File: src/rtl/core/irdc_pkg.sv
// ----------------------------------------------------------------------------
// irdc_pkg
// Shared types, constants and helpers of the IR distance calibration lookup:
// table geometry, item kinds, controller states, the default anchor curves.
// ----------------------------------------------------------------------------
package irdc_pkg;

  localparam int CURVE_LEN   = 136;
  localparam int TABLE_DEPTH = 2 * CURVE_LEN;
  localparam int ADDR_W      = 9;
  localparam int POS_W       = 8;
  localparam int SLOT_W      = 4;
  localparam int DIST_W      = 8;
  localparam int FIELD_W     = 16;
  localparam int ANCHOR_COUNT = 15;

  localparam logic [POS_W-1:0]  LAST_POS    = 8'd135;
  localparam logic [ADDR_W-1:0] RIGHT_BASE  = 9'd136;
  localparam logic [SLOT_W-1:0] LAST_SLOT   = 4'd14;
  localparam logic [SLOT_W-1:0] LAST_SPAN   = 4'd13;
  localparam logic [3:0]        PROBE_LAST  = 4'd15;
  localparam logic [3:0]        SHORT_SPAN  = 4'd5;
  localparam logic [3:0]        LONG_SPAN   = 4'd10;
  localparam logic [3:0]        DIV_BASE    = 4'd5;
  localparam logic [DIST_W-1:0] DIST_OFFSET = 8'd15;

  typedef enum logic [1:0] {
    OP_WRITE  = 2'd0,
    OP_BUILD  = 2'd1,
    OP_LOOKUP = 2'd2
  } op_t;

  typedef enum logic [3:0] {
    ST_INIT,
    ST_IDLE,
    ST_WRITE,
    ST_LK_PROBE,
    ST_LK_CMP,
    ST_LK_LO,
    ST_LK_HI,
    ST_BD_RDA,
    ST_BD_RDB,
    ST_BD_DIFF,
    ST_BD_DIV,
    ST_BD_FILL,
    ST_RESULT
  } state_t;

  typedef struct packed {
    logic              we;
    logic [ADDR_W-1:0] waddr;
    logic [ADDR_W-1:0] raddr;
  } mem_cmd_t;

  typedef struct packed {
    logic              valid;
    logic [DIST_W-1:0] distance;
    logic              is_distance;
  } result_t;

  localparam logic [FIELD_W-1:0] DEFAULT_LEFT [ANCHOR_COUNT] = '{
    16'd47279, 16'd43832, 16'd35163, 16'd27632, 16'd23340, 16'd21354, 16'd17369,
    16'd15520, 16'd13985, 16'd12598, 16'd11868, 16'd11100, 16'd10344, 16'd9645,
    16'd9187
  };

  localparam logic [FIELD_W-1:0] DEFAULT_RIGHT [ANCHOR_COUNT] = '{
    16'd47293, 16'd43218, 16'd34387, 16'd26817, 16'd22440, 16'd20391, 16'd16427,
    16'd14520, 16'd13386, 16'd12422, 16'd11220, 16'd10170, 16'd9860, 16'd9673,
    16'd8632
  };

  // Slot 0 sits at position 0, slot k at 10k-5.
  function automatic logic [POS_W-1:0] anchor_pos(input logic [SLOT_W-1:0] slot);
    logic [POS_W-1:0] s8;
    s8 = {4'b0000, slot};
    if (slot == '0) return '0;
    return (s8 << 3) + (s8 << 1) - 8'd5;
  endfunction

  function automatic logic [ADDR_W-1:0] table_addr(input logic sensor,
                                                   input logic [POS_W-1:0] pos);
    return {1'b0, pos} + (sensor ? RIGHT_BASE : '0);
  endfunction

  function automatic logic [FIELD_W-1:0] default_anchor(input logic sensor,
                                                        input logic [SLOT_W-1:0] slot);
    return sensor ? DEFAULT_RIGHT[slot] : DEFAULT_LEFT[slot];
  endfunction

endpackage

File: src/rtl/core/irdc_div.sv
// ----------------------------------------------------------------------------
// irdc_div
// Divider by five through reciprocal multiplication: the product is
// registered at start and the quotient is ready with done high next cycle.
// ----------------------------------------------------------------------------
module irdc_div #(
  parameter int SW = 16
) (
  input  logic          clk,
  input  logic          rst,
  input  logic          start,
  input  logic [SW-1:0] dividend,
  output logic          done,
  output logic [SW-1:0] quot
);

  // ceil(2^(SW+2) / 5) gives the exact floor quotient for every SW-bit dividend
  localparam logic [SW-1:0] RECIP =
    SW'(((64'd1 << (SW + 2)) / 64'(irdc_pkg::DIV_BASE)) + 64'd1);

  logic            busy;
  logic [2*SW-1:0] prod;

  assign done = busy;
  assign quot = {2'b00, prod[2*SW-1:SW+2]};

  always_ff @(posedge clk) begin
    if (rst) begin
      busy <= 1'b0;
    end else begin
      busy <= start;
    end
  end

  always_ff @(posedge clk) begin
    if (start) begin
      prod <= {{SW{1'b0}}, dividend} * {{SW{1'b0}}, RECIP};
    end
  end

endmodule

File: config.mk
export PLATFORM = sky130hd
export DESIGN_NAME = irdc_div
export DESIGN_NICKNAME = d
export VERILOG_FILES = /design/src/rtl/core/irdc_pkg.sv /design/src/rtl/core/irdc_div.sv
export SDC_FILE = /design/constraint.sdc
export NUM_CORES = 1
export LEC_CHECK = 0
export ABC_AREA = 1
export BUFFER_PORTS_ARGS = -buffer_cell sky130_fd_sc_hd__clkbuf_2
export CAP_MARGIN = 20
export CORE_ASPECT_RATIO = 1.4
export CORE_MARGIN = 2
export CORE_UTILIZATION = 30
export DETAILED_ROUTE_END_ITERATION = 7
export GPL_ROUTABILITY_DRIVEN = 0
export PLACE_DENSITY_LB_ADDON = 0.3
export SYNTH_ARGS = -nofsm -noshare
export SYNTH_HDL_FRONTEND = slang
export SYNTH_SLANG_ARGS = --single-unit
File: constraint.sdc
create_clock -name clk -period 4.97 [get_ports clk]
set_input_delay 0.994 -clock clk [delete_from_list [all_inputs] [get_ports clk]]
set_output_delay 0.994 -clock clk [all_outputs]
set_load 0.02 [all_outputs]
; After elaboration in Yosys (flattened, before gate mapping)
; Index checks and enable logic that the tools add are counted.
; Widths: inputs -> output; s select.
[totals]
out_inout_bits = 17
inputBits = 19
ff_bits = 33
elab_cells = 3
[op_classes]
n_mul = 1
[ops]
columns = operator, n
row1 = $mul 16x16->32 const B, 1

; Depth between registers and ports, before layout
; Gate-level depths: netlist (run 1).
[depth]
ltp_word = 1
mapped_depth = 23

; Least setup slack after synthesis (run 1)
; No wires, ideal clock.
[synth_timing]
path_type = input -> register
startpoint = input port dividend[11]
endpoint = register prod[24], data pin
arrival_time_ps = 4872
stages = 18
setup_ps = 252
t_required_ps = 4718
setup_slack_ps = -154
cell_sequence = ha_1 inv_1 fa_1 fa_1 inv_1 fa_1 inv_1 fa_1 inv_1 ha_1 ha_1 nand2_1 o21ai_0 nand3b_1 nor2_1 nand2_1 nand2_1 nand2_1
[synth_between]
elab_chain_len = 1
[synth_lines]
columns = element, line_no
row1 = "start, declared", irdc_div.sv:12  ; input logic [SW-1:0] dividend,
row2 = $mul 16x16->32, irdc_div.sv:37  ; prod <= {{SW{1'b0}}, dividend} * {{SW{1'b0}}, RECIP};
row3 = "end signal, assigned", irdc_div.sv:37
row4 = "end, declared", irdc_div.sv:22  ; logic [2*SW-1:0] prod;
; Every way passes these cells.
; A chain may end at the register's enable or synchronous reset.

; Final worst setup path (run 1)
[layout_timing]
startpoint = input port dividend[8]
endpoint = register prod[24], data pin
; Same word-level chain as after synthesis.

==> impl_results.md, run 1 <==
* Status: complete, but fails checks
* Failing checks: negative setup slack
* Post-synth top cells: inv_1, nand2_1, ha_1
* Fin area at 0.00795 mm²
* Leading area contributor after synthesis: ha_1
* Vias in the first global route at 5268
* Most frequent CP cell: fa_1
* Crit-path max FO at 6
* Fmax at 196 MHz
* Setup violators final at 13
* Sequential Area at 440 µm²
* Number of cells after detailed placement at 1098
* H-tree depth at 1
* Final Max Slew Viols at 0
* Initial antenna violation count at 0
* # IOs at 36
* # port buffers at 33
* Number of vias per cell at 4.38
* Core Area at 0.0191 mm²
* Synth cell types at 23
* Worst path cell trace: clkbuf_16 -> ha_4 -> inv_4 -> fa_1 -> inv_1 -> fa_1 -> fa_2 -> fa_1 -> inv_1 -> fa_1 -> inv_2 -> ha_4 -> nand2_8 -> nor3_4 -> nand2_1 -> nor2_1 -> nor2_1 -> nand3_1 -> nand2_1
* HP Class: in2reg
* Async SR Flop Fraction at 0%
* Final Routed Wirelength at 16.4 mm
* Mapped cell area at 0.00579 mm²
* Setup Crit Path Kind: in2reg
* Final Cycle Share at 103%
* Final #Nets at 1093
* Largest stage delay on the critical path at 0.53 ns
* Final worst setup slack at -0.134 ns
* Area of the multi-input gates at 0.00532 mm²
* Starting DRT DRC Count at 139
* Die width at 121 µm
* WHS at 0.902 ns
* Mapped Avg Cell Area at 7.90 µm²
* Synth Register Bits at 15
* Worst EP required at 4.97 ns
* Hold path cells at 2
* Clock sinks at 15
* Post-Syn Instances at 733
* Routed wire per std cell at 14.7 µm
* Worst path bufs/invs at 5
* CTS clock-pin slew for the worst setup and hold paths at 0.05 ns
* Synth area leaders: ha_1, fa_1, inv_1
* Die Footprint at 0.0205 mm²
* Worst path slowest cell: fa_1
* Antenna viol nets, final at 0
* Setup crit end kind: register
* Hold Vio Cnt, Final at 0
* Critical hold path startpoint: rst
* Initial core utilization at 30.4%
* Synth Warn # at 0
* Share of layout cells above drive strength 1 at 31.1%
* Fillers at 1932
* CTS tree: done
* Sequential share of the synthesized area at 7.60%
* Critical path's top delay family: adder cells
* CTS root buf: clkbuf_16
* Die height at 168 µm
* Min-Delay Endpoint: done
* Area post-placement at 0.00701 mm²
* Grt ovf at 0
* Final min period at 5.10 ns
* Finished Layout Cells at 1111
* Cts hold-fix bufs at 0
* CTS Buf Count at 3
* Area grow syn2layout at 37.3%
* Half-perimeter wire length after placement at 14.7 mm
* RSZ-0062 raised after global routing: yes
* Most frequent cell after synthesis: inv_1
* Largest net degree at the start of global routing at 16
* DR pass1 iterations at 4
* CTS max path bufs at 2
* Vias at 4868
* # DRC at 0
* Max-cap violations at 0
* First-pass GRT wire length at 26.8 mm
* Main synth FF type: edfxtp_1
* Crit path arrival time at 5.10 ns
* Gr usage total at 16.9%
* Critical path launch point type: primary input
* Row cnt at 60
* Antenna Cells at 0
* Top cell type's share of synthesized area at 28.3%
* Post-synth EDFFs at 14
-- metal layers --
layer	global-route usage (%)	vias to the layer above	wire (µm)
met2	32.7	71	8930
met3	0.576	35	248
met1	19.3	2290	6470
met5	0	-	0
li1	-	2472	-
met4	6.25	0	715
-- sequential cells by signal, summed over array words and instances, names as in the netlist --
signal and cells:
done 1, prod 14
-- how the worst max path moves through the flow --
stage	start	end	slack [ns]	depth (start not counted)
3_3_place_gp	dividend[11]	prod[26]	-0.79	19
4_1_cts	dividend[8]	prod[31]	-0.12	21
3_5_place_dp	dividend[11]	prod[26]	-0.75	19
2_1_floorplan	dividend[11]	prod[24]	0.002	20
6_report	dividend[8]	prod[24]	-0.13	19
5_1_grt	dividend[8]	prod[24]	-0.29	19
-- through the flow --
stage | util [%] | worst slack [ns] | TNS (ns)
final | 41.7 | -0.134 | -1.13
after global routing | 41.7 | -0.287 | -2.78
after CTS | 40.4 | -0.115 | -0.847
after detailed placement | 36.8 | -0.754 | -7.63
after global placement | 36.8 | -0.787 | -7.77
after floorplan | - | 0.00154 | 0
-- cell usage in the layout, fill, tap and decap left out, types with 4 or more instances in the layout --
cell type | Yosys | layout
a21oi_1 | 27 | 10
a21oi_2 | 0 | 10
a21oi_4 | 0 | 7
buf_4 | 2 | 92
buf_6 | 0 | 4
clkbuf_16 | 0 | 4
clkbuf_2 | 0 | 21
clkbuf_8 | 0 | 4
edfxtp_1 | 14 | 14
fa_1 | 79 | 78
ha_1 | 131 | 101
ha_4 | 0 | 29
inv_1 | 225 | 202
inv_2 | 0 | 22
nand2_1 | 144 | 115
nand2_2 | 3 | 23
nand2_4 | 0 | 6
nand3_1 | 21 | 14
nand3_2 | 0 | 7
nand4_1 | 5 | 5
nor2_1 | 41 | 26
nor2_2 | 0 | 8
nor2_4 | 1 | 8
o21ai_0 | 16 | 8
o21ai_2 | 0 | 4
xor2_1 | 8 | 6
-- repair_timing --
action / in CTS / in global routing
buffers inserted: 7 / 2
pin swaps: 47 / 39
endpoints found under the setup margin: 14 / 14
gates resized for setup: 120 / 60
hold endpoints to repair: 0 / 0
-- cell type report --
class / instances / share of cell area, %
clock buffers: 4 / 0.991
inverters: 225 / 10.7
multi-input cells: 492 / 66.9
flip-flops and latches: 15 / 5.54
well taps: 248 / 3.90
repair buffers: 127 / 12.1
-- logic make-up after synthesis --
| family | synth area share (%) |
|---|---|
| DFF | 7.60 |
| xor gates and xnor gates | 1.51 |
| buffers and inverters | 14.8 |
| other | 0.0647 |
| adders and majority gates | 55.6 |
| AOI/OAI and AO/OA | 4.36 |
| and+or+nand+nor | 16.0 |
Power of run 1 is not shown: default switching activity piles up to over one toggle a cycle in this logic, so the estimate is an artifact.
==> run 2: changes to the inputs <==
==> constraint.sdc (replaced) <==
create_clock -name clk -period 4.97 [get_ports clk]
set_input_delay 1.2425 -clock clk [delete_from_list [all_inputs] [get_ports clk]]
set_output_delay 1.2425 -clock clk [all_outputs]
set_load 0.02 [all_outputs]
==> impl_results.md, run 2 (synthesis gave the netlist of run 1 again) <==
* Die width at 121 µm (unchanged)
* # port buffers at 33 (unchanged)
* CTS clock-pin slew for the worst setup and hold paths at 0.05 ns (about the same)
* Max FFs per register at 14 (unchanged)
* RSZ-0062 raised after global routing: yes
* Area grow syn2layout at 36.2%
* Most frequent CP cell: fa_1
* Final Routed Wirelength at 15.9 mm (-3.1%)
* Largest net degree at the start of global routing at 16 (unchanged)
* Cts hold-fix bufs at 0 (unchanged)
* Worst path slowest cell: fa_1
* Hold path cells at 2 (unchanged)
* Crit-path max FO at 4 (-2)
* Critical path launch point type: primary input
* Core Area at 0.0191 mm² (unchanged)
* Vias in the first global route at 5225 (-0.82%)
* Failing checks: negative setup slack
* First-pass GRT wire length at 26.4 mm (-1.4%)
* Number of vias per cell at 4.37 (-0.32%)
* Max-cap violations at 0 (unchanged)
* Final #Nets at 1092 (-0.091%)
* Setup violators final at 14 (+1)
* CTS root buf: clkbuf_16
* Antenna Cells at 0 (unchanged)
* Share of layout cells above drive strength 1 at 29.6% (-1.5 points)
* Antenna viol nets, final at 0 (unchanged)
* # DRC at 0 (unchanged)
* CTS Buf Count at 3 (unchanged)
* Worst EP required at 4.99 ns (+0.02 ns)
* Clock sinks at 15 (unchanged)
* Final Cycle Share at 107% (+4.7 points)
* Row cnt at 60 (unchanged)
* Setup Crit Path Kind: in2reg
* H-tree depth at 1 (unchanged)
* Die height at 168 µm (unchanged)
* Commonest non-fill, non-tap cells in the layout: inv_1, nand2_1, ha_1
* HP Class: in2reg
* CTS max path bufs at 2 (unchanged)
* Starting DRT DRC Count at 165 (+19%)
* Final worst setup slack at -0.367 ns (-0.233 ns)
* Half-perimeter wire length after placement at 14.4 mm (-2.1%)
* # IOs at 36 (unchanged)
* Gr usage total at 16.7% (-0.21 points)
* Final min period at 5.34 ns (+0.233 ns)
* Fmax at 187 MHz (-4.4%)
* Grt ovf at 0 (unchanged)
* Die Footprint at 0.0205 mm² (unchanged)
* Worst path cell trace: clkbuf_16 -> ha_4 -> inv_4 -> fa_1 -> inv_1 -> fa_1 -> fa_2 -> fa_1 -> inv_1 -> fa_1 -> inv_2 -> ha_4 -> nand2_4 -> buf_12 -> nor3_4 -> nand2_1 -> nor2_1 -> nor2_1 -> nand3_1 -> nand2_1
* Initial core utilization at 30.4% (unchanged)
* Vias at 4848 (-0.41%)
* Hold Vio Cnt, Final at 0 (unchanged)
* Status: complete, but fails checks
* Final Max Slew Viols at 0 (unchanged)
* Initial antenna violation count at 0 (unchanged)
* Largest stage delay on the critical path at 0.52 ns (about the same)
* Commonest non-fill, non-tap cell in the layout: inv_1
* Routed wire per std cell at 14.3 µm (-3.0%)
* Crit path arrival time at 5.35 ns (+0.25 ns)
* Setup crit end kind: register
* Setup TNS at -3.96 ns (-2.83 ns)
* CTS tree: done
* DR pass1 iterations at 4 (unchanged)
* Largest Register: prod
run 2: changes by cell type in the layout (fill, tap and decap cells not counted), moves of 3 or more:
| cell | delta |
|---|---|
| buf_4 | +3 |
| nand2_1 | +4 |
| nand2_4 | +3 |
| nand2_2 | -4 |
| a21oi_4 | -3 |
| inv_1 | +5 |
| inv_2 | -5 |
| buf_6 | -3 |
| nand2_8 | -3 |
run 2: final cells by class:
type | instances | area [µm²]
Fill cell | 1953 | 11200
Inverter | 225 | 847
Multi-Input combinational cell | 492 | 5240
Clock buffer | 3 | 75.1
Timing Repair Buffer | 126 | 967
Clock inverter | 1 | 5.00
Tap cell | 248 | 310
Sequential cell | 15 | 440
run 2: routing by layer:
layer	vias up	part of all wire, %	track usage [%]
met1	2286	40	19.8
met3	19	2.1	1.05
met2	76	55	31.9
li1	2467	-	-
met4	0	2.5	4.55
met5	-	0	0
run 2: worst paths after layout:
check	from	endpoint	slack, ns
worst max-delay path	dividend[7]	prod[24]	-0.37
worst min-delay path	rst	done	1.14
run 2: per-stage QoR:
step / instance area [µm²] / std cells / hold slack (ns) / util [%] / setup WS [ns]
3_5_place_dp: 7290 / 1100 / 1.41 / 38.2 / -0.655
3_3_place_gp: 7290 / 1100 / 1.40 / 38.2 / -0.686
6_report: 7890 / 1110 / 1.14 / 41.4 / -0.367
5_1_grt: 7890 / 1110 / 1.14 / 41.4 / -0.519
4_1_cts: 7580 / 1105 / 1.14 / 39.8 / -0.352
2_1_floorplan: 6160 / 734 / 1.31 / - / -0.191
run 2: worst max-delay path, delay by kind of cell:
family                   cells  cell delay [ns]
adder cells (fa/ha/maj)      7             3.06
buffers and inverters        6             0.47
AND/OR/NAND/NOR              7             0.58
run 2: repair_timing:
item | in CTS | in global routing
pin swaps | 28 | 40
endpoints found under the hold margin | 0 | 0
gates resized for setup | 46 | 76
buffers inserted | 1 | 5
endpoints found under the setup margin | 14 | 14
Power of run 2 is left out for the same reason.
==> run 3: changes to the inputs <==
CORE_MARGIN = 3   (was 2)
clock period = 5.8 ns   (was 4.97 ns; I/O delays follow)
==> impl_results.md, run 3 (synthesis gave the netlist of run 1 again) <==
* CTS root buf: clkbuf_16
* Core Area at 0.0188 mm² (-1.7%)
* Setup violators final at 0 (-14)
* Met3 Resource Use GR at 1.36% (+0.31 points)
* Hold Vio Cnt, Final at 0 (unchanged)
* Final Cycle Share at 98.0%
* Grt ovf at 0 (unchanged)
* Initial antenna violation count at 0 (unchanged)
* H-tree depth at 1 (unchanged)
* GR peak layer: met2
* # DRC at 0 (unchanged)
* Die height at 170 µm (+1.2%)
* Final #Nets at 1083 (-0.82%)
* # IOs at 36 (unchanged)
* Number of cells after detailed placement at 1089 (-1.0%)
* Gr usage total at 15.9% (-0.73 points)
* First-pass GRT wire length at 26.1 mm (-1.2%)
* Final core occ at 38.6% (-2.8 points)
* Row cnt at 59 (-1.7%)
* CTS tree: done
* Worst EP required at 5.81 ns (+0.82 ns)
* # port buffers at 33 (unchanged)
* Share of layout cells above drive strength 1 at 20.8% (-8.8 points)
* Die Footprint at 0.0210 mm² (+2.9%)
* Fillers at 1980 (+1.4%)
* Setup Crit Path Kind: in2reg
* Half-perimeter wire length after placement at 14.3 mm (-1.0%)
* Antenna Cells at 0 (unchanged)
* CTS clock-pin slew for the worst setup and hold paths at 0.05 ns (about the same)
* Max-cap violations at 0 (unchanged)
* Largest net degree at the start of global routing at 16 (unchanged)
* Initial core utilization at 30.9% (+0.51 points)
* Clock sinks at 15 (unchanged)
* Status: finished clean
* Crit-path max FO at 6 (+2)
* RSZ-0062 raised after global routing: yes
* Sequential Area at 440 µm² (unchanged)
* Largest Register: prod
* CTS max path bufs at 2 (unchanged)
* Crit path arrival time at 5.69 ns (+0.34 ns)
* Die width at 123 µm (+1.6%)
* Commonest non-fill, non-tap cell in the layout: inv_1
* WHS at 1.35 ns (+0.209 ns)
* Area of the multi-input gates at 0.00474 mm² (-9.5%)
* Met1 Usage GRT at 18.9% (-0.82 points)
* CTS Buf Count at 3 (unchanged)
* Final Routed Wirelength at 15.6 mm (-1.5%)
* Global routing usage on met2 at 29.7% (-2.2 points)
* Final min period at 5.68 ns
* Fmax at 176 MHz
* Commonest non-fill, non-tap cells in the layout: inv_1, nand2_1, ha_1
* Vias at 4802 (-0.95%)
* Starting DRT DRC Count at 229 (+39%)
* Antenna viol nets, final at 0 (unchanged)
* Vias in the first global route at 5269 (+0.84%)
* DR pass1 iterations at 4 (unchanged)
* Number of vias per cell at 4.38 (+0.22%)
* Setup TNS at 0 ns (+3.96 ns)
* Area grow syn2layout at 24.8%
* Setup crit end kind: register
* HP Class: in2reg
* Routed wire per std cell at 14.2 µm (-0.37%)
* Critical path launch point type: primary input
* Max FFs per register at 14 (unchanged)
* Final Max Slew Viols at 0 (unchanged)
* Finished Layout Cells at 1097 (-1.2%)
[run 3: area by class of cell]
| type | count | area share, % |
|---|---|---|
| Timing Repair Buffer | 117 | 11.3 |
| Tap cell | 244 | 4.22 |
| Clock buffer | 4 | 1.09 |
| Multi-Input combinational cell | 492 | 65.6 |
| Inverter | 225 | 11.7 |
| Sequential cell | 15 | 6.09 |
[run 3: path summary, 6_finish.rpt]
check | depth (start not counted) | slack (ns) | endpoint | startpoint
max | 18 | 0.12 | prod[28] | dividend[3]
min | 2 | 1.35 | done | rst
[run 3: per-layer routing]
metal  part of all wire, %  wire [µm]
met1                    41       6480
met2                    52       8190
met3                   2.6        405
met4                   3.5        545
met5                     0          0
[run 3: worst max-delay path, cell delays in order]
cell,delay (ns)
buf_8,0.10
ha_4,0.26
inv_2,0.04
fa_1,0.55
inv_2,0.04
fa_1,0.49
fa_1,0.53
fa_1,0.56
inv_2,0.04
fa_1,0.51
inv_2,0.05
ha_4,0.29
nand2_4,0.10
buf_4,0.16
nor4_4,0.26
nand2_1,0.11
nand3_1,0.08
nand2_1,0.06
[run 3: metrics by stage]
| stage | cell area, µm² | setup WS, ns |
|---|---|---|
| finish | 7230 | 0.118 |
| global route | 7230 | -0.0996 |
| CTS | 6940 | 0.0210 |
| detailed placement | 6850 | -0.283 |
| global placement | 6850 | -0.344 |
| floorplan | 5800 | 0.220 |
[run 3: what timing repair did]
item,in CTS,in global routing
setup buffers,0,4
pin swaps,0,23
hold buffers,0,0
hold endpoints to repair,0,0
setup endpoints to repair,6,14
resized for setup,3,68
Power of run 3 is left out for the same reason.
