$ cat src/rtl/core/irdc_pkg.sv
// ----------------------------------------------------------------------------
// irdc_pkg
// Shared types, constants and helpers of the IR distance calibration lookup:
// table geometry, item kinds, controller states, the default anchor curves.
// ----------------------------------------------------------------------------
package irdc_pkg;

  localparam int CURVE_LEN   = 136;
  localparam int TABLE_DEPTH = 2 * CURVE_LEN;
  localparam int ADDR_W      = 9;
  localparam int POS_W       = 8;
  localparam int SLOT_W      = 4;
  localparam int DIST_W      = 8;
  localparam int FIELD_W     = 16;
  localparam int ANCHOR_COUNT = 15;

  localparam logic [POS_W-1:0]  LAST_POS    = 8'd135;
  localparam logic [ADDR_W-1:0] RIGHT_BASE  = 9'd136;
  localparam logic [SLOT_W-1:0] LAST_SLOT   = 4'd14;
  localparam logic [SLOT_W-1:0] LAST_SPAN   = 4'd13;
  localparam logic [3:0]        PROBE_LAST  = 4'd15;
  localparam logic [3:0]        SHORT_SPAN  = 4'd5;
  localparam logic [3:0]        LONG_SPAN   = 4'd10;
  localparam logic [3:0]        DIV_BASE    = 4'd5;
  localparam logic [DIST_W-1:0] DIST_OFFSET = 8'd15;

  typedef enum logic [1:0] {
    OP_WRITE  = 2'd0,
    OP_BUILD  = 2'd1,
    OP_LOOKUP = 2'd2
  } op_t;

  typedef enum logic [3:0] {
    ST_INIT,
    ST_IDLE,
    ST_WRITE,
    ST_LK_PROBE,
    ST_LK_CMP,
    ST_LK_LO,
    ST_LK_HI,
    ST_BD_RDA,
    ST_BD_RDB,
    ST_BD_DIFF,
    ST_BD_DIV,
    ST_BD_FILL,
    ST_RESULT
  } state_t;

  typedef struct packed {
    logic              we;
    logic [ADDR_W-1:0] waddr;
    logic [ADDR_W-1:0] raddr;
  } mem_cmd_t;

  typedef struct packed {
    logic              valid;
    logic [DIST_W-1:0] distance;
    logic              is_distance;
  } result_t;

  localparam logic [FIELD_W-1:0] DEFAULT_LEFT [ANCHOR_COUNT] = '{
    16'd47279, 16'd43832, 16'd35163, 16'd27632, 16'd23340, 16'd21354, 16'd17369,
    16'd15520, 16'd13985, 16'd12598, 16'd11868, 16'd11100, 16'd10344, 16'd9645,
    16'd9187
  };

  localparam logic [FIELD_W-1:0] DEFAULT_RIGHT [ANCHOR_COUNT] = '{
    16'd47293, 16'd43218, 16'd34387, 16'd26817, 16'd22440, 16'd20391, 16'd16427,
    16'd14520, 16'd13386, 16'd12422, 16'd11220, 16'd10170, 16'd9860, 16'd9673,
    16'd8632
  };

  // Slot 0 sits at position 0, slot k at 10k-5.
  function automatic logic [POS_W-1:0] anchor_pos(input logic [SLOT_W-1:0] slot);
    logic [POS_W-1:0] s8;
    s8 = {4'b0000, slot};
    if (slot == '0) return '0;
    return (s8 << 3) + (s8 << 1) - 8'd5;
  endfunction

  function automatic logic [ADDR_W-1:0] table_addr(input logic sensor,
                                                   input logic [POS_W-1:0] pos);
    return {1'b0, pos} + (sensor ? RIGHT_BASE : '0);
  endfunction

  function automatic logic [FIELD_W-1:0] default_anchor(input logic sensor,
                                                        input logic [SLOT_W-1:0] slot);
    return sensor ? DEFAULT_RIGHT[slot] : DEFAULT_LEFT[slot];
  endfunction

endpackage

$ cat src/rtl/core/irdc_ctrl.sv
// ----------------------------------------------------------------------------
// irdc_ctrl
// Sequencer: anchor preload after reset, anchor writes, span-by-span table
// build, and the halving search of a lookup, all through the table store.
// ----------------------------------------------------------------------------
module irdc_ctrl #(
  parameter int SW = 16
) (
  input  logic                         clk,
  input  logic                         rst,
  input  logic                         item_valid,
  output logic                         item_ready,
  input  logic [1:0]                   item_op,
  input  logic                         item_sensor,
  input  logic [irdc_pkg::SLOT_W-1:0]  item_slot,
  input  logic [irdc_pkg::FIELD_W-1:0] item_value,
  input  logic [irdc_pkg::FIELD_W-1:0] item_sample,
  input  logic [SW-1:0]                rd_data,
  output irdc_pkg::mem_cmd_t           cmd,
  output logic [SW-1:0]                wdata,
  output logic                         div_start,
  output logic [SW-1:0]                div_dividend,
  input  logic                         div_done,
  input  logic [SW-1:0]                div_quot,
  input  logic                         out_free,
  output irdc_pkg::result_t            res
);

  irdc_pkg::state_t state, state_next;

  logic                        accept;
  logic                        sensor_r;
  logic [irdc_pkg::SLOT_W-1:0] slot_r;
  logic [SW-1:0]               value_r;
  logic [SW-1:0]               sample_r;

  logic [irdc_pkg::POS_W-1:0]  lk_start, lk_start_next;
  logic [irdc_pkg::POS_W-1:0]  lk_end, lk_end_next;
  logic [irdc_pkg::POS_W-1:0]  lk_idx, lk_idx_next;
  logic [3:0]                  probe_cnt, probe_cnt_next;

  logic                        bd_sensor, bd_sensor_next;
  logic [irdc_pkg::SLOT_W-1:0] bd_span, bd_span_next;
  logic [3:0]                  bd_i, bd_i_next;
  logic [SW-1:0]               bd_a, bd_a_next;
  logic [SW-1:0]               bd_acc, bd_acc_next;
  logic [SW-1:0]               bd_step, bd_step_next;
  logic                        bd_neg, bd_neg_next;
  logic                        from_reset, from_reset_next;

  logic [irdc_pkg::DIST_W-1:0] dist_r, dist_next;
  logic                        isd_r, isd_next;

  logic [irdc_pkg::POS_W-1:0]  pos_a;
  logic [irdc_pkg::POS_W-1:0]  pos_b;
  logic [3:0]                  span_len;
  logic [irdc_pkg::POS_W:0]    lk_sum;
  logic [irdc_pkg::POS_W-1:0]  probe_idx;
  logic [SW:0]                 diff;
  logic [SW:0]                 mag_full;
  logic [SW-1:0]               mag;
  logic [SW-1:0]               step_val;

  assign accept    = item_valid && item_ready;
  assign pos_a     = irdc_pkg::anchor_pos(bd_span);
  assign pos_b     = irdc_pkg::anchor_pos(bd_span + 1'b1);
  assign span_len  = (bd_span == '0) ? irdc_pkg::SHORT_SPAN : irdc_pkg::LONG_SPAN;
  assign lk_sum    = {1'b0, lk_start} + {1'b0, lk_end};
  assign probe_idx = lk_sum[irdc_pkg::POS_W:1];
  assign diff      = {1'b0, rd_data} - {1'b0, bd_a};
  assign mag_full  = diff[SW] ? (~diff + 1'b1) : diff;
  assign mag       = mag_full[SW-1:0];
  assign step_val  = bd_neg ? (~div_quot + 1'b1) : div_quot;

  always_ff @(posedge clk) begin
    if (rst) begin
      state      <= irdc_pkg::ST_INIT;
      bd_sensor  <= 1'b0;
      bd_span    <= '0;
      from_reset <= 1'b1;
    end else begin
      state      <= state_next;
      bd_sensor  <= bd_sensor_next;
      bd_span    <= bd_span_next;
      from_reset <= from_reset_next;
      lk_start   <= lk_start_next;
      lk_end     <= lk_end_next;
      lk_idx     <= lk_idx_next;
      probe_cnt  <= probe_cnt_next;
      bd_i       <= bd_i_next;
      bd_a       <= bd_a_next;
      bd_acc     <= bd_acc_next;
      bd_step    <= bd_step_next;
      bd_neg     <= bd_neg_next;
      dist_r     <= dist_next;
      isd_r      <= isd_next;
      if (accept) begin
        sensor_r <= item_sensor;
        slot_r   <= item_slot;
        value_r  <= SW'(item_value);
        sample_r <= SW'(item_sample);
      end
    end
  end

  always_comb begin
    state_next      = state;
    lk_start_next   = lk_start;
    lk_end_next     = lk_end;
    lk_idx_next     = lk_idx;
    probe_cnt_next  = probe_cnt;
    bd_sensor_next  = bd_sensor;
    bd_span_next    = bd_span;
    bd_i_next       = bd_i;
    bd_a_next       = bd_a;
    bd_acc_next     = bd_acc;
    bd_step_next    = bd_step;
    bd_neg_next     = bd_neg;
    from_reset_next = from_reset;
    dist_next       = dist_r;
    isd_next        = isd_r;
    item_ready      = 1'b0;
    cmd             = '0;
    wdata           = '0;
    div_start       = 1'b0;
    div_dividend    = '0;
    res             = '0;

    unique case (state)
      irdc_pkg::ST_INIT: begin
        // preload the default anchors, then run a regular build
        cmd.we    = 1'b1;
        cmd.waddr = irdc_pkg::table_addr(bd_sensor, pos_a);
        wdata     = SW'(irdc_pkg::default_anchor(bd_sensor, bd_span));
        if (bd_span == irdc_pkg::LAST_SLOT) begin
          bd_span_next = '0;
          if (bd_sensor) begin
            bd_sensor_next = 1'b0;
            state_next     = irdc_pkg::ST_BD_RDA;
          end else begin
            bd_sensor_next = 1'b1;
          end
        end else begin
          bd_span_next = bd_span + 1'b1;
        end
      end

      irdc_pkg::ST_IDLE: begin
        item_ready = 1'b1;
        if (item_valid) begin
          dist_next = '0;
          isd_next  = 1'b0;
          unique case (item_op)
            irdc_pkg::OP_WRITE: begin
              state_next = irdc_pkg::ST_WRITE;
            end
            irdc_pkg::OP_BUILD: begin
              bd_sensor_next = 1'b0;
              bd_span_next   = '0;
              state_next     = irdc_pkg::ST_BD_RDA;
            end
            irdc_pkg::OP_LOOKUP: begin
              lk_start_next  = '0;
              lk_end_next    = irdc_pkg::LAST_POS;
              probe_cnt_next = '0;
              isd_next       = 1'b1;
              state_next     = irdc_pkg::ST_LK_PROBE;
            end
            default: begin
              state_next = irdc_pkg::ST_RESULT;
            end
          endcase
        end
      end

      irdc_pkg::ST_WRITE: begin
        // slots past the last anchor are dropped
        if (slot_r <= irdc_pkg::LAST_SLOT) begin
          cmd.we    = 1'b1;
          cmd.waddr = irdc_pkg::table_addr(sensor_r, irdc_pkg::anchor_pos(slot_r));
          wdata     = value_r;
        end
        state_next = irdc_pkg::ST_RESULT;
      end

      irdc_pkg::ST_LK_PROBE: begin
        if (probe_idx == '0 || probe_idx == irdc_pkg::LAST_POS || lk_start == lk_end) begin
          dist_next  = probe_idx + irdc_pkg::DIST_OFFSET;
          state_next = irdc_pkg::ST_RESULT;
        end else begin
          cmd.raddr   = irdc_pkg::table_addr(sensor_r, probe_idx);
          lk_idx_next = probe_idx;
          state_next  = irdc_pkg::ST_LK_CMP;
        end
      end

      irdc_pkg::ST_LK_CMP: begin
        if (rd_data < sample_r) begin
          cmd.raddr  = irdc_pkg::table_addr(sensor_r, lk_idx - 1'b1);
          state_next = irdc_pkg::ST_LK_LO;
        end else if (rd_data > sample_r) begin
          cmd.raddr  = irdc_pkg::table_addr(sensor_r, lk_idx + 1'b1);
          state_next = irdc_pkg::ST_LK_HI;
        end else begin
          dist_next  = lk_idx + irdc_pkg::DIST_OFFSET;
          state_next = irdc_pkg::ST_RESULT;
        end
      end

      irdc_pkg::ST_LK_LO: begin
        if (rd_data < sample_r) begin
          lk_end_next = lk_idx - 1'b1;
          if (probe_cnt == irdc_pkg::PROBE_LAST) begin
            dist_next  = lk_idx + irdc_pkg::DIST_OFFSET;
            state_next = irdc_pkg::ST_RESULT;
          end else begin
            probe_cnt_next = probe_cnt + 1'b1;
            state_next     = irdc_pkg::ST_LK_PROBE;
          end
        end else begin
          dist_next  = lk_idx + irdc_pkg::DIST_OFFSET - 1'b1;
          state_next = irdc_pkg::ST_RESULT;
        end
      end

      irdc_pkg::ST_LK_HI: begin
        if (rd_data > sample_r) begin
          lk_start_next = lk_idx + 1'b1;
          if (probe_cnt == irdc_pkg::PROBE_LAST) begin
            dist_next  = lk_idx + irdc_pkg::DIST_OFFSET;
            state_next = irdc_pkg::ST_RESULT;
          end else begin
            probe_cnt_next = probe_cnt + 1'b1;
            state_next     = irdc_pkg::ST_LK_PROBE;
          end
        end else begin
          dist_next  = lk_idx + irdc_pkg::DIST_OFFSET + 1'b1;
          state_next = irdc_pkg::ST_RESULT;
        end
      end

      irdc_pkg::ST_BD_RDA: begin
        cmd.raddr  = irdc_pkg::table_addr(bd_sensor, pos_a);
        state_next = irdc_pkg::ST_BD_RDB;
      end

      irdc_pkg::ST_BD_RDB: begin
        cmd.raddr  = irdc_pkg::table_addr(bd_sensor, pos_b);
        bd_a_next  = rd_data;
        state_next = irdc_pkg::ST_BD_DIFF;
      end

      irdc_pkg::ST_BD_DIFF: begin
        // divide the magnitude; a ten-wide span halves first (floor of floor)
        div_start    = 1'b1;
        div_dividend = (bd_span == '0) ? mag : (mag >> 1);
        bd_neg_next  = diff[SW];
        state_next   = irdc_pkg::ST_BD_DIV;
      end

      irdc_pkg::ST_BD_DIV: begin
        if (div_done) begin
          bd_step_next = step_val;
          bd_acc_next  = bd_a + step_val;
          bd_i_next    = 4'd1;
          state_next   = irdc_pkg::ST_BD_FILL;
        end
      end

      irdc_pkg::ST_BD_FILL: begin
        cmd.we      = 1'b1;
        cmd.waddr   = irdc_pkg::table_addr(bd_sensor, pos_a + {4'b0000, bd_i});
        wdata       = bd_acc;
        bd_acc_next = bd_acc + bd_step;
        bd_i_next   = bd_i + 1'b1;
        if (bd_i == span_len - 1'b1) begin
          if (bd_span == irdc_pkg::LAST_SPAN) begin
            bd_span_next = '0;
            if (bd_sensor) begin
              bd_sensor_next  = 1'b0;
              from_reset_next = 1'b0;
              state_next      = from_reset ? irdc_pkg::ST_IDLE : irdc_pkg::ST_RESULT;
            end else begin
              bd_sensor_next = 1'b1;
              state_next     = irdc_pkg::ST_BD_RDA;
            end
          end else begin
            bd_span_next = bd_span + 1'b1;
            state_next   = irdc_pkg::ST_BD_RDA;
          end
        end
      end

      irdc_pkg::ST_RESULT: begin
        // hold the result until the output register frees up
        if (out_free) begin
          res.valid       = 1'b1;
          res.distance    = dist_r;
          res.is_distance = isd_r;
          state_next      = irdc_pkg::ST_IDLE;
        end
      end

      default: begin
        state_next = irdc_pkg::ST_IDLE;
      end
    endcase
  end

endmodule

$ cat config.mk
export PLATFORM = sky130hd
export DESIGN_NAME = irdc_ctrl
export DESIGN_NICKNAME = d
export VERILOG_FILES = /design/src/rtl/core/irdc_pkg.sv /design/src/rtl/core/irdc_ctrl.sv
export SDC_FILE = /design/constraint.sdc
export NUM_CORES = 1
export LEC_CHECK = 0
export CORE_AREA = 2 2 143 145
export CTS_BUF_LIST = sky130_fd_sc_hd__clkbuf_4
export DETAILED_ROUTE_END_ITERATION = 16
export DIE_AREA = 0 0 145 147
export DONT_BUFFER_PORTS = 1
export GPL_TIMING_DRIVEN = 0
export MAX_ROUTING_LAYER = met4
export PLACE_DENSITY = 0.82
export SYNTH_ARGS = -nofsm -noshare
export SYNTH_HDL_FRONTEND = slang
export SYNTH_SLANG_ARGS = --single-unit
$ cat constraint.sdc
create_clock -name clk -period 5.43 [get_ports clk]
set_clock_uncertainty 0.05 [all_clocks]
set_input_delay 0.2715 -clock clk [delete_from_list [all_inputs] [get_ports clk]]
set_output_delay 0.2715 -clock clk [all_outputs]
set_load 0.01 [all_outputs]
* Word-level counts from Yosys, hierarchy flattened
Memories as Yosys holds them, arrays and structs flattened.
Index checks and enable logic that the tools add are counted.
** Storage, ports and cells
- Register bits :: 137
- Memory bits (read-only) :: 512
- Input port bits :: 76
- Output and inout bits :: 63
- Memories :: 2
** Cells by class
- $add $sub $neg :: 30
- $lt $le $gt $ge :: 4
- Eq/ne operators :: 34
- Mux-type cells :: 94
- Bitwise logic cells :: 5
- Reductions and logical operators :: 30
** Memory list
- (name not given) :: words 16, width 16, rd ports 1, clocked after Yosys merged registers in 0, write ports 0, RTL line irdc_pkg.sv:88 : return sensor ? DEFAULT_RIGHT[slot] : DEFAULT_LEFT[slot];
- (name not given) :: words 16, width 16, rd ports 1, clocked after Yosys merged registers in 0, write ports 0, RTL line irdc_pkg.sv:88
** Operators with widths (count)
- 2-to-1 mux 8 bit :: 23
- 2-to-1 mux 16 bit :: 11
- 2-to-1 mux 4 bit :: 27
- one-hot mux 4 bit (13 select lines) :: 1
- one-hot mux 16 bit (3 select lines) :: 1
- adder 8 x 9 -> 9 bit :: 5
- one-hot mux 8 bit (5 select lines) :: 1
- one-hot mux 4 bit (3 select lines) :: 3
- one-hot mux 9 bit (4 select lines) :: 1
- adder 16 x 1 -> 16 bit, second input constant :: 2
- adder 16 bit :: 2
- equality test 4 bit, second input constant :: 8
- NOT 16 bit :: 2
- one-hot mux 16 bit (2 select lines) :: 1
- one-hot mux 8 bit (2 select lines) :: 2
- 2-to-1 mux 10 bit :: 3
- one-hot mux 10 bit (3 select lines) :: 1
- inequality test 2 bit, second input constant :: 14
- adder 8 x 8 -> 9 bit :: 3
- 2-to-1 mux 9 bit :: 3
- adder 7 x 5 -> 8 bit :: 3
- AND reduction 6 bit :: 4
- subtractor 8 x 3 -> 8 bit, second input constant :: 3
- subtractor 16 x 16 -> 17 bit :: 1
- 35 further kinds :: 72

* Logic depth before layout (Yosys ltp)
- Depth after elaboration :: 10
- Depth in mapped cells :: 18
- Depth with buffers taken out :: 16

* Worst setup path before layout
OpenSTA, ideal clock, no wires.
- Kind :: register to output
- From :: register bd_span[0] (netlist name)
- To :: output port cmd[16] (netlist name)
- Data arrival time :: 3.763 ns
- Required time :: 5.109 ns
- Slack :: 1.346 ns
- Cell stages (with the launch flop) :: 18
- Path buffers :: 4
- Cell sequence :: dfxtp_1 > clkbuf_1 > inv_1 > ha_1 > and2_1 > buf_2 > inv_1 > buf_6 > clkbuf_1 > ha_1 > fa_1 > a21o_1 > a21oi_1 > or4_1 > xnor2_1 > nand3_1 > xor2_1 > o21ai_0
** RTL lines
- from (decl) :: RTL line irdc_ctrl.sv:43 : logic [irdc_pkg::SLOT_W-1:0] bd_span, bd_span_next;
- from (signal assigned) :: RTL line irdc_ctrl.sv:84 : bd_span <= bd_span_next;
- to (decl) :: RTL line irdc_ctrl.sv:19 : output irdc_pkg::mem_cmd_t cmd,

==> results.cfg <==
[worst_setup_path]
r2r_end = dist_r[1]$_DFFE_PP_
rr_worst_depth = 12
crit_fanout = 10
cp-end-kind = output port
r2r-start = lk_start[0]$_SDFFCE_PN0P_
worst_ep_arrival_time_ns = 4.84
start_kind = register
regToRegSetupSlack_ns = 0.88
criticalPathCategory = register to output port
crit_required_ns = 5.11

[synthesis]
avgSynthCellArea_um2 = 8.850
ys_warn_count = 0
async_reset_ff_share_pct = 0
synthCells = 1474
ys_seq_area_share_pct = 30.77
ys.flop_type = edfxtp_1
ys_ff_latch = 137
synth.largest_area_cell = edfxtp_1
synth_area_leaders = edfxtp_1 29%, ha_1 14%, xnor2_1 6.2%
syn_area_um2 = 13050
ys_types = 91
synth_top_area_share_pct = 29.23
syn_nets = 1706
synth-edff-count = 127

[die]
die_y_um = 147
core_region_area_um2 = 19840
start_util_pct = 65.74
die_area_um2 = 21320
die_x_um = 145
ios = 139
num_rows = 52

[power]
swShare_pct = 48.08
ir_drop_mv = 0.1747
power.total_uw = 4748
p_sw_uw = 2283
clkPwrFrac_pct = 13.6
cell_internal_pwr_uw = 2465
seq_power_share_pct = 28.0
powerDensity_nw_per_um2 = 328.9
p_leak_uw = 0.005784
combPwrFrac_pct = 58.4

[clock_tree]
clkLatencyLatePin_ns = 0.60
numCtsBuffers = 17
path_clk_slew_ns = 0.14
cts_tree = done
htreeDepth = 4
clock-sinks = 137
cts_setup_buffers = 0
root_buffer = clkbuf_4
clk_path_buf_depth = 2

[timing]
worst_slack_ns = 0.2684
relSlewSlack_pct = 12.47
fmax_mhz = 193.7
finalSetupViolations = 0
rsz0062_at_grt = false
hold_viol = 0
tns_ns = 0
min_period_ns = 5.162
drv_slew = 0
tightestPinTransition_ns = 1.303
period_share_pct = 95.06

[layout]
area_delta_synth_final_pct = 10.65
fillCellCount = 1560
design_area_um2 = 14430
nets = 1801
drive_above_1_share_pct = 5.942

[placement]
dp_slack_ns = 0.2761
dpl_cell_area_um2 = 13450
detailed_place_hpwl_um = 28820
portBuffers = 0
gp_congestion = 1.006

[global_routing]
grt_pass1_vias = 11600
grt.total_usage_pct = 36.93
gr-total-overflow = 0
antenna_found_initial = 1
grt_max_degree = 22
grt_first_pass_wirelength_um = 60420

[route]
firstDrtPassIters = 6
num_vias = 12110
drc_errors = 0
wl_um = 38710
via_per_inst = 6.535
drtAntennaViolNets = 0
post_drt_wl_per_cell_um = 20.89
drt_iter0_markers = 1169

[min_path]
hold_path_end = bd_step[4]$_DFFE_PP_
hold_depth = 2
hold_class = input port to register
hp-start = div_quot[3]

[outcome]
status = complete, no violations

[job]
maxCapViolations = 0
==> placed cells by master (no fill, tap or decap), drive strengths merged, types with 23 or more instances in the layout <==
| cell | count |
|---|---|
| a211oi | 24 |
| a21o | 27 |
| a21oi | 102 |
| and2 | 23 |
| and3 | 23 |
| buf | 24 |
| clkbuf | 52 |
| dlygate4sd3 | 73 |
| edfxtp | 127 |
| ha | 151 |
| inv | 116 |
| nand2 | 130 |
| nand3 | 34 |
| nor2 | 129 |
| nor3 | 41 |
| o21ai | 69 |
| xnor2 | 93 |
| xor2 | 50 |
==> synthesized netlist by cell type (all sizes together) (7+ instances only) <==
library cell  count
a21oi           102
mux2i             8
o21ai            69
or3              13
and2             23
a22oi            13
nand2           130
and3             23
a211oi           24
ha              151
clkbuf           36
or2               7
a31oi            20
a222oi           10
inv             108
o211ai           14
xnor2            93
a211o             8
buf              20
nor2            129
edfxtp          127
o31ai            11
xor2             50
a221oi           14
nor4             12
a21o             27
dfxtp            10
o21a              7
nor3             41
nor3b            11
nand3            34
o221ai           10
nor2b            13
nand2b           14
==> layer usage <==
metal | vias up | part of all wire, % | track usage, %
met3 | 122 | 9.6 | 6.957
met4 | 0 | 4.3 | 15.79
li1 | 5607 | - | -
met1 | 5707 | 40 | 46.61
met5 | - | 0 | -
met2 | 673 | 46 | 58.57
==> how the worst max path moves through the flow <==
stage,cells after the start,endpoint,from,slack [ns]
finish,16,cmd[8],bd_span[0]$_SDFFE_PP0P_,0.27
global route,18,cmd[16],bd_span[2]$_SDFFE_PP0P_,0.01
CTS,18,cmd[16],bd_span[0]$_SDFFE_PP0P_,0.08
detailed placement,17,cmd[16],bd_span[0]$_SDFFE_PP0P_,0.28
global placement,17,cmd[16],bd_span[0]$_SDFFE_PP0P_,0.34
floorplan,17,cmd[16],bd_span[0]$_SDFFE_PP0P_,1.35
==> power groups by stage <==
stage	Combinational, µW	Sequential, µW	Clock [µW]
after floorplan	2020	1320	0
after global placement	2590	1350	0
after detailed placement	2640	1350	0
after CTS	2700	1330	641
after global routing	3010	1340	678
final	2770	1330	646
==> worst max-delay path: stages (launching register included) <==
cell and delay (ns):
dfxtp_1 0.46, clkbuf_2 0.29, inv_1 0.25, ha_2 0.42
clkbuf_1 0.43, xor2_1 0.14, ha_1 0.37, a31oi_1 0.27
o21bai_1 0.10, a21oi_1 0.17, xor2_1 0.18, a21oi_1 0.07
ha_1 0.32, a31oi_1 0.14, nor2_1 0.06, a221oi_1 0.29
o221ai_1 0.26
==> cell type report <==
type,count,area [µm²],area share (%)
clock buffers,17,127.6,0.8842
plain buffers,55,261.5,1.812
well taps,270,337.8,2.341
inverters,109,414.1,2.869
clock inverters,15,115.1,0.7975
repair buffers,77,784.5,5.435
flip-flops and latches,137,4014,27.81
diodes,1,2.502,0.01734
multi-input cells,1172,8377,58.04
==> flip-flops by register name, summed over array words and instances (netlist names) <==
register    flops
from_reset      1
bd_i            4
slot_r          4
sample_r       16
isd_r           1
state           4
lk_idx          8
probe_cnt       4
dist_r          8
bd_a           16
lk_end          8
lk_start        8
bd_step        16
bd_acc         16
value_r        16
bd_span         4
bd_neg          1
sensor_r        1
bd_sensor       1
==> kinds of logic (layout without fill, tap and decap cells) <==
logic type,Yosys count,after routing,share of synthesized area (%)
AOI/OAI and AO/OA,388,388,20.46
xor gates and xnor gates,143,143,9.659
adders and majority gates,156,156,15.25
buffers and inverters,165,273,5.189
DFF,137,137,30.77
muxes,12,12,0.9591
other,0,1,0
and+or+nand+nor,473,473,17.72
==> what timing repair did <==
action,CTS,global route
hold buffers,73,0
hold endpoints to repair,76,0
resized for setup,0,5
setup endpoints to repair,3,6
==> through the flow <==
step / util (%) / hold slack, ns / std cells
floorplan: - / 0.3204 / 1474
global placement: 67.44 / 0.3204 / 1744
detailed placement: 67.79 / 0.3204 / 1748
CTS: 72.67 / 0.003012 / 1852
global route: 72.74 / 0.001434 / 1853
finish: 72.74 / 0.01658 / 1853
(Power assumes the default switching activity.)
